--- config.mk ---
export PLATFORM = sky130hd
export DESIGN_NAME = hcbp_outq
export DESIGN_NICKNAME = d
export VERILOG_FILES = /design/src/sv/hcbp_pkg.sv /design/src/sv/hcbp_outq.sv
export VERILOG_INCLUDE_DIRS = /design/src /design/src/sv
export SDC_FILE = /design/constraint.sdc
export NUM_CORES = 1
export LEC_CHECK = 0
export ABC_AREA = 1
export BUFFER_PORTS_ARGS = -buffer_cell sky130_fd_sc_hd__buf_2
export CAP_MARGIN = 40
export CORE_MARGIN = 5
export CORE_UTILIZATION = 35
export DETAILED_ROUTE_END_ITERATION = 6
export GPL_TIMING_DRIVEN = 1
export HOLD_SLACK_MARGIN = 0.12
export SYNTH_ARGS = -nofsm -noshare
export SYNTH_HDL_FRONTEND = slang
export SYNTH_SLANG_ARGS = --single-unit
--- constraint.sdc ---
create_clock -name clk -period 4.4 [get_ports clk]
set_clock_uncertainty 0.2 [all_clocks]
set_input_delay 0.44 -clock clk [delete_from_list [all_inputs] [get_ports clk]]
set_output_delay 0.44 -clock clk [all_outputs]
set_load 0.02 [all_outputs]
--- src/sv/huffman_code_bit_packer_top_macros.svh ---
// ---------------------------------------------------------------------------
// Assertion macros for the code bit packer.
// Each macro checks a property on the rising edge of clk, outside reset.
// ---------------------------------------------------------------------------
`ifndef HUFFMAN_CODE_BIT_PACKER_TOP_MACROS_SVH
`define HUFFMAN_CODE_BIT_PACKER_TOP_MACROS_SVH

// A property that holds at every clock edge.
`define HCBP_ASSERT(lbl, prop, msg) \
	lbl: assert property (@(posedge clk) disable iff (!arst_n) (prop)) else $error(msg);

// A condition that implies another in the next cycle.
`define HCBP_ASSERT_NEXT(lbl, ante, cons, msg) \
	lbl: assert property (@(posedge clk) disable iff (!arst_n) (ante) |=> (cons)) \
		else $error(msg);

`endif

--- src/sv/hcbp_pkg.sv ---
// ---------------------------------------------------------------------------
// hcbp_pkg
// Types and constants shared by the code bit packer modules.
// ---------------------------------------------------------------------------
`timescale 1ns / 1ps

package hcbp_pkg;

	localparam int MAX_CODE_LEN = 32;
	localparam int NUM_SYMBOLS  = 256;
	localparam int BYTE_BITS    = 8;
	localparam int TABLE_DEPTH  = 256;
	localparam int SYM_W        = 8;
	localparam int CODE_W       = 32;
	localparam int LEN_W        = 6;
	localparam int LEN_LIMIT    = (MAX_CODE_LEN > 32) ? 32 : MAX_CODE_LEN;
	localparam int PEND_W       = BYTE_BITS - 1;
	localparam int ACC_W        = LEN_LIMIT + PEND_W;
	localparam int TOT_W        = $clog2(ACC_W + 1);
	localparam int MAX_RESULTS  = ACC_W / BYTE_BITS;
	localparam int NCNT_W       = $clog2(MAX_RESULTS + 1);
	localparam int QUEUE_DEPTH  = 8;
	localparam int QPTR_W       = $clog2(QUEUE_DEPTH);
	localparam int QCNT_W       = $clog2(QUEUE_DEPTH + 1);

	localparam logic [1:0] OP_LOAD   = 2'd0;
	localparam logic [1:0] OP_ENCODE = 2'd1;
	localparam logic [1:0] OP_FLUSH  = 2'd2;
	localparam logic [1:0] OP_UNUSED = 2'd3;

	typedef struct packed {
		logic [1:0]        opcode;
		logic [SYM_W-1:0]  symbol;
		logic [CODE_W-1:0] code_word;
		logic [LEN_W-1:0]  code_length;
	} in_item_t;

	typedef struct packed {
		logic [BYTE_BITS-1:0] out_byte;
		logic [2:0]           pad_bits;
		logic                 last;
	} out_item_t;

	typedef struct packed {
		logic [CODE_W-1:0] code;
		logic [LEN_W-1:0]  len;
	} tbl_rd_t;

	typedef struct packed {
		logic [NCNT_W-1:0]                n;
		out_item_t [MAX_RESULTS-1:0]      item;
	} push_t;

endpackage

--- src/sv/hcbp_outq.sv ---
// ---------------------------------------------------------------------------
// hcbp_outq
// Output queue: takes up to four bytes per cycle from the accumulator stage
// and presents them one transaction at a time on the result channel.
// ---------------------------------------------------------------------------
`timescale 1ns / 1ps
`include "huffman_code_bit_packer_top_macros.svh"

module hcbp_outq (
	input  logic                clk,
	input  logic                arst_n,
	input  hcbp_pkg::push_t     push,
	output logic                room,
	output logic                result_valid,
	input  logic                result_stall,
	output hcbp_pkg::out_item_t result
);
	import hcbp_pkg::*;

	out_item_t          fifo_q [QUEUE_DEPTH];
	logic [QPTR_W-1:0]  head_q;
	logic [QCNT_W-1:0]  cnt_q;
	logic               pop;
	logic               pop_only;
	logic [QPTR_W-1:0]  tail;
	logic [QCNT_W:0]    fill;

	assign pop          = result_valid && !result_stall;
	assign pop_only     = pop && (push.n == '0);
	assign tail         = head_q + cnt_q[QPTR_W-1:0];
	assign result_valid = cnt_q != '0;
	assign result       = fifo_q[head_q];
	assign fill         = (QCNT_W + 1)'(cnt_q) + (QCNT_W + 1)'(push.n);
	assign room         = fill <= (QCNT_W + 1)'(QUEUE_DEPTH - MAX_RESULTS);

	always_ff @(posedge clk) begin
		for (int k = 0; k < MAX_RESULTS; k++) begin
			if (NCNT_W'(k) < push.n) begin
				fifo_q[tail + QPTR_W'(k)] <= push.item[k];
			end
		end
	end

	always_ff @(posedge clk or negedge arst_n) begin
		if (!arst_n) begin
			head_q <= '0;
			cnt_q  <= '0;
		end else begin
			if (pop) begin
				head_q <= head_q + QPTR_W'(1);
			end
			cnt_q <= cnt_q + QCNT_W'(push.n) - QCNT_W'(pop);
		end
	end

	`HCBP_ASSERT(a_cnt_range, cnt_q <= QCNT_W'(QUEUE_DEPTH), "queue count out of range")
	`HCBP_ASSERT(a_no_overflow, fill <= (QCNT_W + 1)'(QUEUE_DEPTH), "queue overflow")
	`HCBP_ASSERT_NEXT(a_pop_only, pop_only, cnt_q == $past(cnt_q) - QCNT_W'(1), "count missed a pop")

endmodule

==> impl_metrics.ini <==
[synth]
synth-seq-area-share_pct = 35.5
synth_top_area_share_pct = 33.4
async_reset_ff_share_pct = 6.80
synth.net_count = 1395
syn_area_sq_mm = 0.00862
synth_cells = 1325
synth-edff-count = 96
yosys.area.top_type = edfxtp_1
synth_most_common_cell = nand2_1
synth_common_cells = nand2_1 (417), nor2_1 (273), nand4_1 (110)
postSynthAreaPerCell_sq_um = 6.51
synthTopCellsByArea = edfxtp_1 (33%), nand2_1 (18%), nor2_1 (12%)
yosysWarningCount = 0
yosys.cell_types.count = 32
ys.flop_type = edfxtp_1
ys_ff_latch = 103

[cts]
numCtsBuffers = 9
clk_latency_ns = 0.34
clk_pin_slew_worst_paths_ns = 0.07
htreeDepth = 3
clock_sinks = 103
cts_tree = built
post_cts_buffers = 0
clockRootBuffer = clkbuf_16
ctsLongestPathBuffers = 2

[critical_path]
crit_path_max_fanout = 53
critPathMostFrequentCell = ha_1
cp_slowest_cell = nand3_1
cp_data_arrival_time_ns = 3.72
worst_path_largest_cell_delay_ns = 0.76
critPathKind = reg2reg
cp-end-kind = register
required_ns = 4.16
crit_chain = ha_1 > inv_1 > fa_1 > clkinv_1 > ha_1 > buf_4 > nand3_2 > nand3_1
rrSetupSlack_ns = 0.44
start_kind = register

[sta]
tns_ns = 0
fmax_ghz = 0.253
slew_violations = 0
finalSetupViolCount = 0
rsz0062_at_grt = false
final.period_utilization_pct = 90.0
max_slew_margin_pct = 40.1
hold_viol = 0
worst_pin_slew_ns = 0.898
fin_crit_ns = 3.96

[global_route]
antenna_found_initial = 2
grt_start_max_net_pins = 54
met3_usage_pct = 3.20
first_global_vias = 7710
grt_first_pass_wirelength_mm = 49.3
overflow = 0
grt_util_met1_pct = 37.7
grt_use_total_pct = 22.7
grt-busiest-layer = met1
met2_usage_pct = 31.1

[routing]
wl_per_cell_um = 19.8
drt_iter0_markers = 1187
vias = 8903
ant_nets = 0
wl_mm = 32.3
viasPerCell = 5.45
drt_first_pass_iters = 6
drc = 0

[placement]
port_buffers = 67
dp_hpwl_mm = 23.8
gp_congestion = 0.919

[die]
core_area_sq_mm = 0.0243
die_area_sq_mm = 0.0279
num_rows = 57
dieHeight_um = 167
pin_count = 68
start_util_pct = 35.5
die_w_um = 167

[flow_run]
maxCapViolCount = 0

[final_layout]
area_growth_syn_to_layout_pct = 8.46
num-fill-cells = 2571
nets = 1372
drive_gt1_share_pct = 10.9

[outcome]
status = complete, no violations

[min_path]
hp-class = in2reg
[layout by cell type, fill, tap and decap left out, drive strengths merged, types with 13 or more instances in the layout]
cell type and count:
nand3 111, nor2 281, buf 100, edfxtp 96
inv 48, nand4 111, ha 13, a31oi 13
o21ai 55, nand2 427
[registers in the layout, summed over array words and instances, names as in the netlist]
register and cells:
fifo_q 96, head_q 3, cnt_q 4
[final cells by class]
| type | instances | area [sq um] | share of cell area [%] |
|---|---|---|---|
| Tap cell | 324 | 405 | 4.34 |
| Inverter | 48 | 180 | 1.93 |
| Clock inverter | 7 | 93.8 | 1.00 |
| Sequential cell | 103 | 3060 | 32.7 |
| Multi-Input combinational cell | 1039 | 4780 | 51.1 |
| Antenna cell | 2 | 5.00 | 0.0535 |
| Clock buffer | 9 | 225 | 2.41 |
| Timing Repair Buffer | 101 | 604 | 6.46 |
[cells by family (layout without fill, tap and decap cells)]
family | after synthesis | in the layout | share of synthesized area (%)
simple gates | 934 | 934 | 46.9
buf+inv | 183 | 165 | 9.27
flops | 103 | 103 | 35.5
compound gates | 83 | 83 | 5.18
fa+ha+maj | 16 | 16 | 2.58
xor+xnor | 6 | 6 | 0.610
other cells | 0 | 2 | 0
[metal layers]
layer / vias up / share of wire, %
met5: - / 0
met4: 0 / 0.98
met3: 26 / 9.9
met2: 479 / 40
met1: 4081 / 49
li1: 4317 / -
[what timing repair did]
| action | in CTS | in global routing |
|---|---|---|
| hold buffers | 1 | 0 |
| endpoints found under the setup margin | 0 | 0 |
| gates resized for setup | 0 | 0 |
| hold endpoints to repair | 7 | 0 |
[stage by stage]
stage          instance area (sq um)  setup slack, ns  hold WS (ns)  util [%]  cells
2_1_floorplan                   8620            0.650       -0.0556         -   1325
3_3_place_gp                    8990            0.572        0.0883      37.0   1612
3_5_place_dp                    9020            0.533        0.0897      37.1   1614
4_1_cts                         9350            0.504         0.189      38.4   1631
5_1_grt                         9350            0.189         0.214      38.5   1633
6_report                        9350            0.442         0.206      38.5   1633
[critical path, delay by kind of cell (launching register included)]
| family | cells | cell delay, ns |
|---|---|---|
| DFF | 1 | 0.38 |
| adders and majority gates | 3 | 1.06 |
| and+or+nand+nor | 2 | 1.18 |
| buffers and inverters | 3 | 0.74 |
[worst paths after layout]
check                                          endpoint  cells after the start          startpoint
worst max-delay path            fifo_q[3][10]$_DFFE_PP_                      8  cnt_q[0]$_DFF_PN0_
worst min-delay path                 cnt_q[0]$_DFF_PN0_                      2            push[48]
worst max register to register  fifo_q[3][10]$_DFFE_PP_                      8  cnt_q[0]$_DFF_PN0_
worst min register to register       cnt_q[3]$_DFF_PN0_                      2  cnt_q[3]$_DFF_PN0_
max in group asynchronous         head_q[2]$_DFFE_PN0P_                      2              arst_n
min in group asynchronous            cnt_q[1]$_DFF_PN0_                      2              arst_n
Power is left out: the tool's default activity adds up to more than one toggle a clock period on the data nets, which glitch-free logic cannot reach.
