**src/sv/huffman_code_bit_packer_top_macros.svh**
```systemverilog
// ---------------------------------------------------------------------------
// Assertion macros for the code bit packer.
// Each macro checks a property on the rising edge of clk, outside reset.
// ---------------------------------------------------------------------------
`ifndef HUFFMAN_CODE_BIT_PACKER_TOP_MACROS_SVH
`define HUFFMAN_CODE_BIT_PACKER_TOP_MACROS_SVH

// A property that holds at every clock edge.
`define HCBP_ASSERT(lbl, prop, msg) \
	lbl: assert property (@(posedge clk) disable iff (!arst_n) (prop)) else $error(msg);

// A condition that implies another in the next cycle.
`define HCBP_ASSERT_NEXT(lbl, ante, cons, msg) \
	lbl: assert property (@(posedge clk) disable iff (!arst_n) (ante) |=> (cons)) \
		else $error(msg);

`endif

```
**src/sv/hcbp_pkg.sv**
```systemverilog
// ---------------------------------------------------------------------------
// hcbp_pkg
// Types and constants shared by the code bit packer modules.
// ---------------------------------------------------------------------------
`timescale 1ns / 1ps

package hcbp_pkg;

	localparam int MAX_CODE_LEN = 32;
	localparam int NUM_SYMBOLS  = 256;
	localparam int BYTE_BITS    = 8;
	localparam int TABLE_DEPTH  = 256;
	localparam int SYM_W        = 8;
	localparam int CODE_W       = 32;
	localparam int LEN_W        = 6;
	localparam int LEN_LIMIT    = (MAX_CODE_LEN > 32) ? 32 : MAX_CODE_LEN;
	localparam int PEND_W       = BYTE_BITS - 1;
	localparam int ACC_W        = LEN_LIMIT + PEND_W;
	localparam int TOT_W        = $clog2(ACC_W + 1);
	localparam int MAX_RESULTS  = ACC_W / BYTE_BITS;
	localparam int NCNT_W       = $clog2(MAX_RESULTS + 1);
	localparam int QUEUE_DEPTH  = 8;
	localparam int QPTR_W       = $clog2(QUEUE_DEPTH);
	localparam int QCNT_W       = $clog2(QUEUE_DEPTH + 1);

	localparam logic [1:0] OP_LOAD   = 2'd0;
	localparam logic [1:0] OP_ENCODE = 2'd1;
	localparam logic [1:0] OP_FLUSH  = 2'd2;
	localparam logic [1:0] OP_UNUSED = 2'd3;

	typedef struct packed {
		logic [1:0]        opcode;
		logic [SYM_W-1:0]  symbol;
		logic [CODE_W-1:0] code_word;
		logic [LEN_W-1:0]  code_length;
	} in_item_t;

	typedef struct packed {
		logic [BYTE_BITS-1:0] out_byte;
		logic [2:0]           pad_bits;
		logic                 last;
	} out_item_t;

	typedef struct packed {
		logic [CODE_W-1:0] code;
		logic [LEN_W-1:0]  len;
	} tbl_rd_t;

	typedef struct packed {
		logic [NCNT_W-1:0]                n;
		out_item_t [MAX_RESULTS-1:0]      item;
	} push_t;

endpackage

```
**src/sv/hcbp_pack.sv**
```systemverilog
// ---------------------------------------------------------------------------
// hcbp_pack
// Bit accumulator stage: merges the looked-up code with the leftover bits,
// splits off every full byte and handles the final padded byte on flush.
// ---------------------------------------------------------------------------
`timescale 1ns / 1ps

module hcbp_pack (
	input  logic              clk,
	input  logic              arst_n,
	input  logic              accept,
	input  logic [1:0]        opcode,
	input  hcbp_pkg::tbl_rd_t rd,
	output hcbp_pkg::push_t   push
);
	import hcbp_pkg::*;

	logic              v_s1;
	logic [1:0]        op_s1;
	logic [PEND_W-1:0] pend_q;
	logic [2:0]        pcnt_q;
	logic [PEND_W-1:0] pend_d;
	logic [2:0]        pcnt_d;
	logic [ACC_W-1:0]  code_x;
	logic [ACC_W-1:0]  acc;
	logic [ACC_W-1:0]  al;
	logic [TOT_W-1:0]  total;
	logic [2:0]        pad;

	always_ff @(posedge clk or negedge arst_n) begin
		if (!arst_n) begin
			v_s1   <= 1'b0;
			op_s1  <= OP_LOAD;
			pend_q <= '0;
			pcnt_q <= '0;
		end else begin
			v_s1   <= accept;
			op_s1  <= opcode;
			pend_q <= pend_d;
			pcnt_q <= pcnt_d;
		end
	end

	always_comb begin
		code_x = ACC_W'(rd.code) & ((ACC_W'(1) << rd.len) - ACC_W'(1));
		acc    = (ACC_W'(pend_q) << rd.len) | code_x;
		total  = TOT_W'(pcnt_q) + TOT_W'(rd.len);
		al     = acc << (TOT_W'(ACC_W) - total);
		pad    = 3'(4'(BYTE_BITS) - {1'b0, pcnt_q});

		pend_d = pend_q;
		pcnt_d = pcnt_q;
		push   = '0;

		if (v_s1) begin
			case (op_s1)
				OP_ENCODE: begin
					if (rd.len != '0) begin
						push.n = NCNT_W'(total >> 3);
						for (int k = 0; k < MAX_RESULTS; k++) begin
							push.item[k].out_byte = al[ACC_W-1-BYTE_BITS*k -: BYTE_BITS];
						end
						pend_d = acc[PEND_W-1:0] &
						         ((PEND_W'(1) << total[2:0]) - PEND_W'(1));
						pcnt_d = total[2:0];
					end
				end
				OP_FLUSH: begin
					if (pcnt_q != '0) begin
						push.n                = NCNT_W'(1);
						push.item[0].out_byte = {1'b0, pend_q} << pad;
						push.item[0].pad_bits = pad;
						push.item[0].last     = 1'b1;
						pend_d                = '0;
						pcnt_d                = '0;
					end
				end
				default: begin
				end
			endcase
		end
	end

endmodule

```
**config.mk**
```make
export PLATFORM = sky130hd
export DESIGN_NAME = hcbp_pack
export DESIGN_NICKNAME = d
export VERILOG_FILES = /design/src/sv/huffman_code_bit_packer_top_macros.svh /design/src/sv/hcbp_pkg.sv /design/src/sv/hcbp_pack.sv
export SDC_FILE = /design/constraint.sdc
export NUM_CORES = 1
export LEC_CHECK = 0
export ABC_CLOCK_PERIOD_IN_PS = 5110
export BUFFER_PORTS_ARGS = -buffer_cell sky130_fd_sc_hd__buf_2
export CAP_MARGIN = 10
export CORE_AREA = 2 2 146 148
export CTS_BUF_LIST = sky130_fd_sc_hd__clkbuf_8
export DETAILED_ROUTE_END_ITERATION = 12
export DIE_AREA = 0 0 148 150
export HOLD_SLACK_MARGIN = 0.05
export PLACE_DENSITY = 0.5
export SLEW_MARGIN = 20
export SYNTH_ARGS = -nofsm -noshare
export SYNTH_HDL_FRONTEND = slang
export SYNTH_SLANG_ARGS = --single-unit
```
**constraint.sdc**
```tcl
create_clock -name clk -period 5.11 [get_ports clk]
set_input_delay 1.022 -clock clk [delete_from_list [all_inputs] [get_ports clk]]
set_output_delay 1.022 -clock clk [all_outputs]
set_load 0.02 [all_outputs]
```
==> impl_results.md <==
* Port bufs at 81
* CP Launch Point: rd[2]
* Power density over the cells at 564 nW/µm²
* Slack of the critical path at -0.0349 ns
* Cell with the most instances after synthesis: nand2_1
* Setup violators final at 2
* Pleak at 3.74 nW
* I/O pin count at 94
* Detailed-route via count at 8324
* CP Launch Type: primary input
* P&R area growth vs syn at 43.3%
* Root Buffer: clkbuf_8
* Fmax at 194 MHz
* Layout cells sized above 1 at 40.4%
* Initial antenna violation count at 0
* Leading post-synthesis cells by cell area: mux4_2, dfrtp_1, mux2i_1, nand2_1, o21ai_0
* Slew Limit Fails at 0
* Pin count of the biggest net entering global routing at 51
* Ys flop type: dfrtp_1
* Max Buffers Root-to-Sink at 2
* Status: finished, violations left
* Async set or reset register ratio after synthesis at 100%
* DIE WIDTH at 148 µm
* Post-synth cell types at 92
* Fin area at 8740 µm²
* Synth Cell Area at 6100 µm²
* Max capacitance violation total at 0
* Period utilisation layout at 101%
* Fin. Hold Viols at 0
* WL/cell at 22.5 µm
* Clk_skew at 0.00266 ns
* Tot Pwr at 4.93 mW
* Antenna Cells at 0
* TritonCTS buffer count at 3
* Worst setup path class: primary input to output pin
* Initial drt markers at 1236
* Final ANT Viol Nets at 0
* Worst path required time at 4.09 ns
* Mapped Cells at 863
* Failing checks: negative setup slack
* Sequential share of the synthesized area at 5.34%
* Vias in the first global route at 7937
* Row count at 53
* Yosys Warn Count at 0
* Hold Buf Count CTS at 0
* Source of the worst hold timing path: pcnt_q[2]
* WP data arrival at 4.12 ns
* Die area at 22200 µm²
* TritonCTS clock tree: yes
* Slew HR at 42.4%
* Area post-placement at 8250 µm²
* EDFF count, synth at 0
* Vias per inst at 6.11
* Least-Margin Pin Slew at 0.854 ns
* Initial core utilization at 29.5%
* Placer Congestion at 0.999
* Hold slack final at 0.587 ns
* Drt pass-1 iters at 5
* Commonest cells in the netlist: nand2_1, nor2_1, clkbuf_1, o21ai_0, nand3_1
* Largest fanout on the critical path at 7
* Reg2Reg Depth at 11
* Final WL at 30600 µm
* FF-to-FF End: pend_q[2]
* Total gr overflow at 0
* CORE AREA at 20700 µm²
* Period minus WS final at 5.14 ns
* Worst vdd ir at 0.354 mV
* Worst Hold Class: register to register
* Synth top area share at 8.87%
* Area leader, netlist: mux4_2
* # DRC at 0
* CP Capture Type: output pin
* Hold Path Stages at 1
* Die height at 150 µm
* Synthesized area per cell at 7.07 µm²
* CTS sink count at 13
* Worst hold endpoint: pcnt_q[2]
* Crit Reg-Reg Startpoint: pcnt_q[0]
* Tot GR Track Use at 26.6%
* Clock Latency Late Sink at 0.24 ns
* Reg2Reg Setup Slack at 1.92 ns
* Synthesized flop and latch total at 13
* Htree depth at 1
* Layout Nets at 1142
* Dpl hpwl at 24800 µm
* Global-route wire length before repair at 46000 µm
* RSZ-0062 raised after global routing: yes
* Clock transition at the registers of the reported paths at 0.05 ns
==> sequential cells by signal (all words and copies together) (netlist names) <==
name	count
v_s1	1
op_s1	2
pend_q	7
pcnt_q	3
==> critical path: stages <==
cell      delay, ns
buf_4          0.14
nor4_4         0.34
nand2_2        0.11
ha_4           0.20
buf_6          0.13
buf_12         0.12
o21ai_0        0.10
buf_4          0.15
o211ai_1       0.12
a31o_2         0.25
mux4_2         0.52
mux2_4         0.33
a221oi_4       0.36
a211oi_4       0.05
buf_4          0.17
==> cells by family after synthesis <==
group                    count (synthesis)  synth area share [%]
AO/OA/AOI/OAI                          304                  36.2
XOR/XNOR                                 9                  1.74
buffers and inverters                  118                  8.72
adder cells (fa/ha/maj)                 11                  2.38
multiplexers                            72                  17.1
AND/OR/NAND/NOR                        335                  28.4
flip-flops                              13                  5.34
other                                    1                0.0615
==> how the worst max path moves through the flow <==
stage               depth (start not counted)        to  slack [ns]
finish                                     15  push[19]       -0.03
global route                               15   push[9]       -0.12
CTS                                        13   push[9]      0.0007
detailed placement                         15   push[4]       -0.20
global placement                           15   push[4]       -0.19
floorplan                                  16  push[34]        0.01
==> layout by cell type, fill, tap and decap left out, drive strengths merged, types with 7 or more instances in the layout <==
master,Yosys,layout
a32o,8,8
o22ai,11,11
nand2,84,84
and3,17,17
o211ai,14,14
inv,24,24
nor3b,7,7
nor2b,12,12
nor3,24,24
mux2i,32,32
or2,10,10
mux2,16,16
o21a,8,8
nand2b,17,17
mux4,24,24
and2,16,16
o21ai,53,53
a22oi,9,9
o311ai,9,9
a211oi,29,29
a21o,12,12
nand4,7,7
a21oi,36,36
nor2,66,66
buf,40,302
nand3,41,41
a221oi,9,9
ha,10,10
dfrtp,13,13
a22o,8,8
conb,1,12
o31ai,9,9
a31oi,13,13
==> routing by layer <==
metal  vias up  part of all wire (%)  GRT usage, %
li1       3810                     -             -
met1      3973                    41          35.7
met2       465                    46          43.6
met3        76                   8.7          3.60
met4         0                   4.0          9.67
met5         -                     0             0
==> area by class of cell <==
class                           count  area (µm²)
Clock inverter                      1        5.00
Clock buffer                        3        41.3
Inverter                           25        95.1
Multi-Input combinational cell    743        5740
Sequential cell                    13         325
Fill cell                        2218       12000
Timing Repair Buffer              302        2190
Tap cell                          275         344
==> stage by stage <==
stage          std cells  TNS [ns]  utilization, %  setup WS (ns)
2_1_floorplan        874         0               -        0.00963
3_3_place_gp        1342     -1.17            39.9         -0.185
3_5_place_dp        1342     -1.46            39.9         -0.204
4_1_cts             1360         0            41.4       0.000729
5_1_grt             1362    -0.445            42.2         -0.118
6_report            1362   -0.0485            42.2        -0.0349
==> where the power goes <==
| group | switching, mW | total (mW) | internal [mW] | leakage [nW] |
|---|---|---|---|---|
| combinational | 2.63 | 4.61 | 1.98 | 3.55 |
| clock | 0.0378 | 0.0917 | 0.0539 | 0.0255 |
| sequential | 0.0874 | 0.223 | 0.136 | 0.166 |
| total | 2.75 | 4.93 | 2.17 | 3.74 |
==> timing repair <==
item / 4_1_cts / 5_1_grt
setup endpoints to repair: 19 / 25
gates resized for setup: 34 / 42
pin swaps: 7 / 19
setup buffers: 15 / 3
Note: power is estimated with default switching activity, not from simulation.
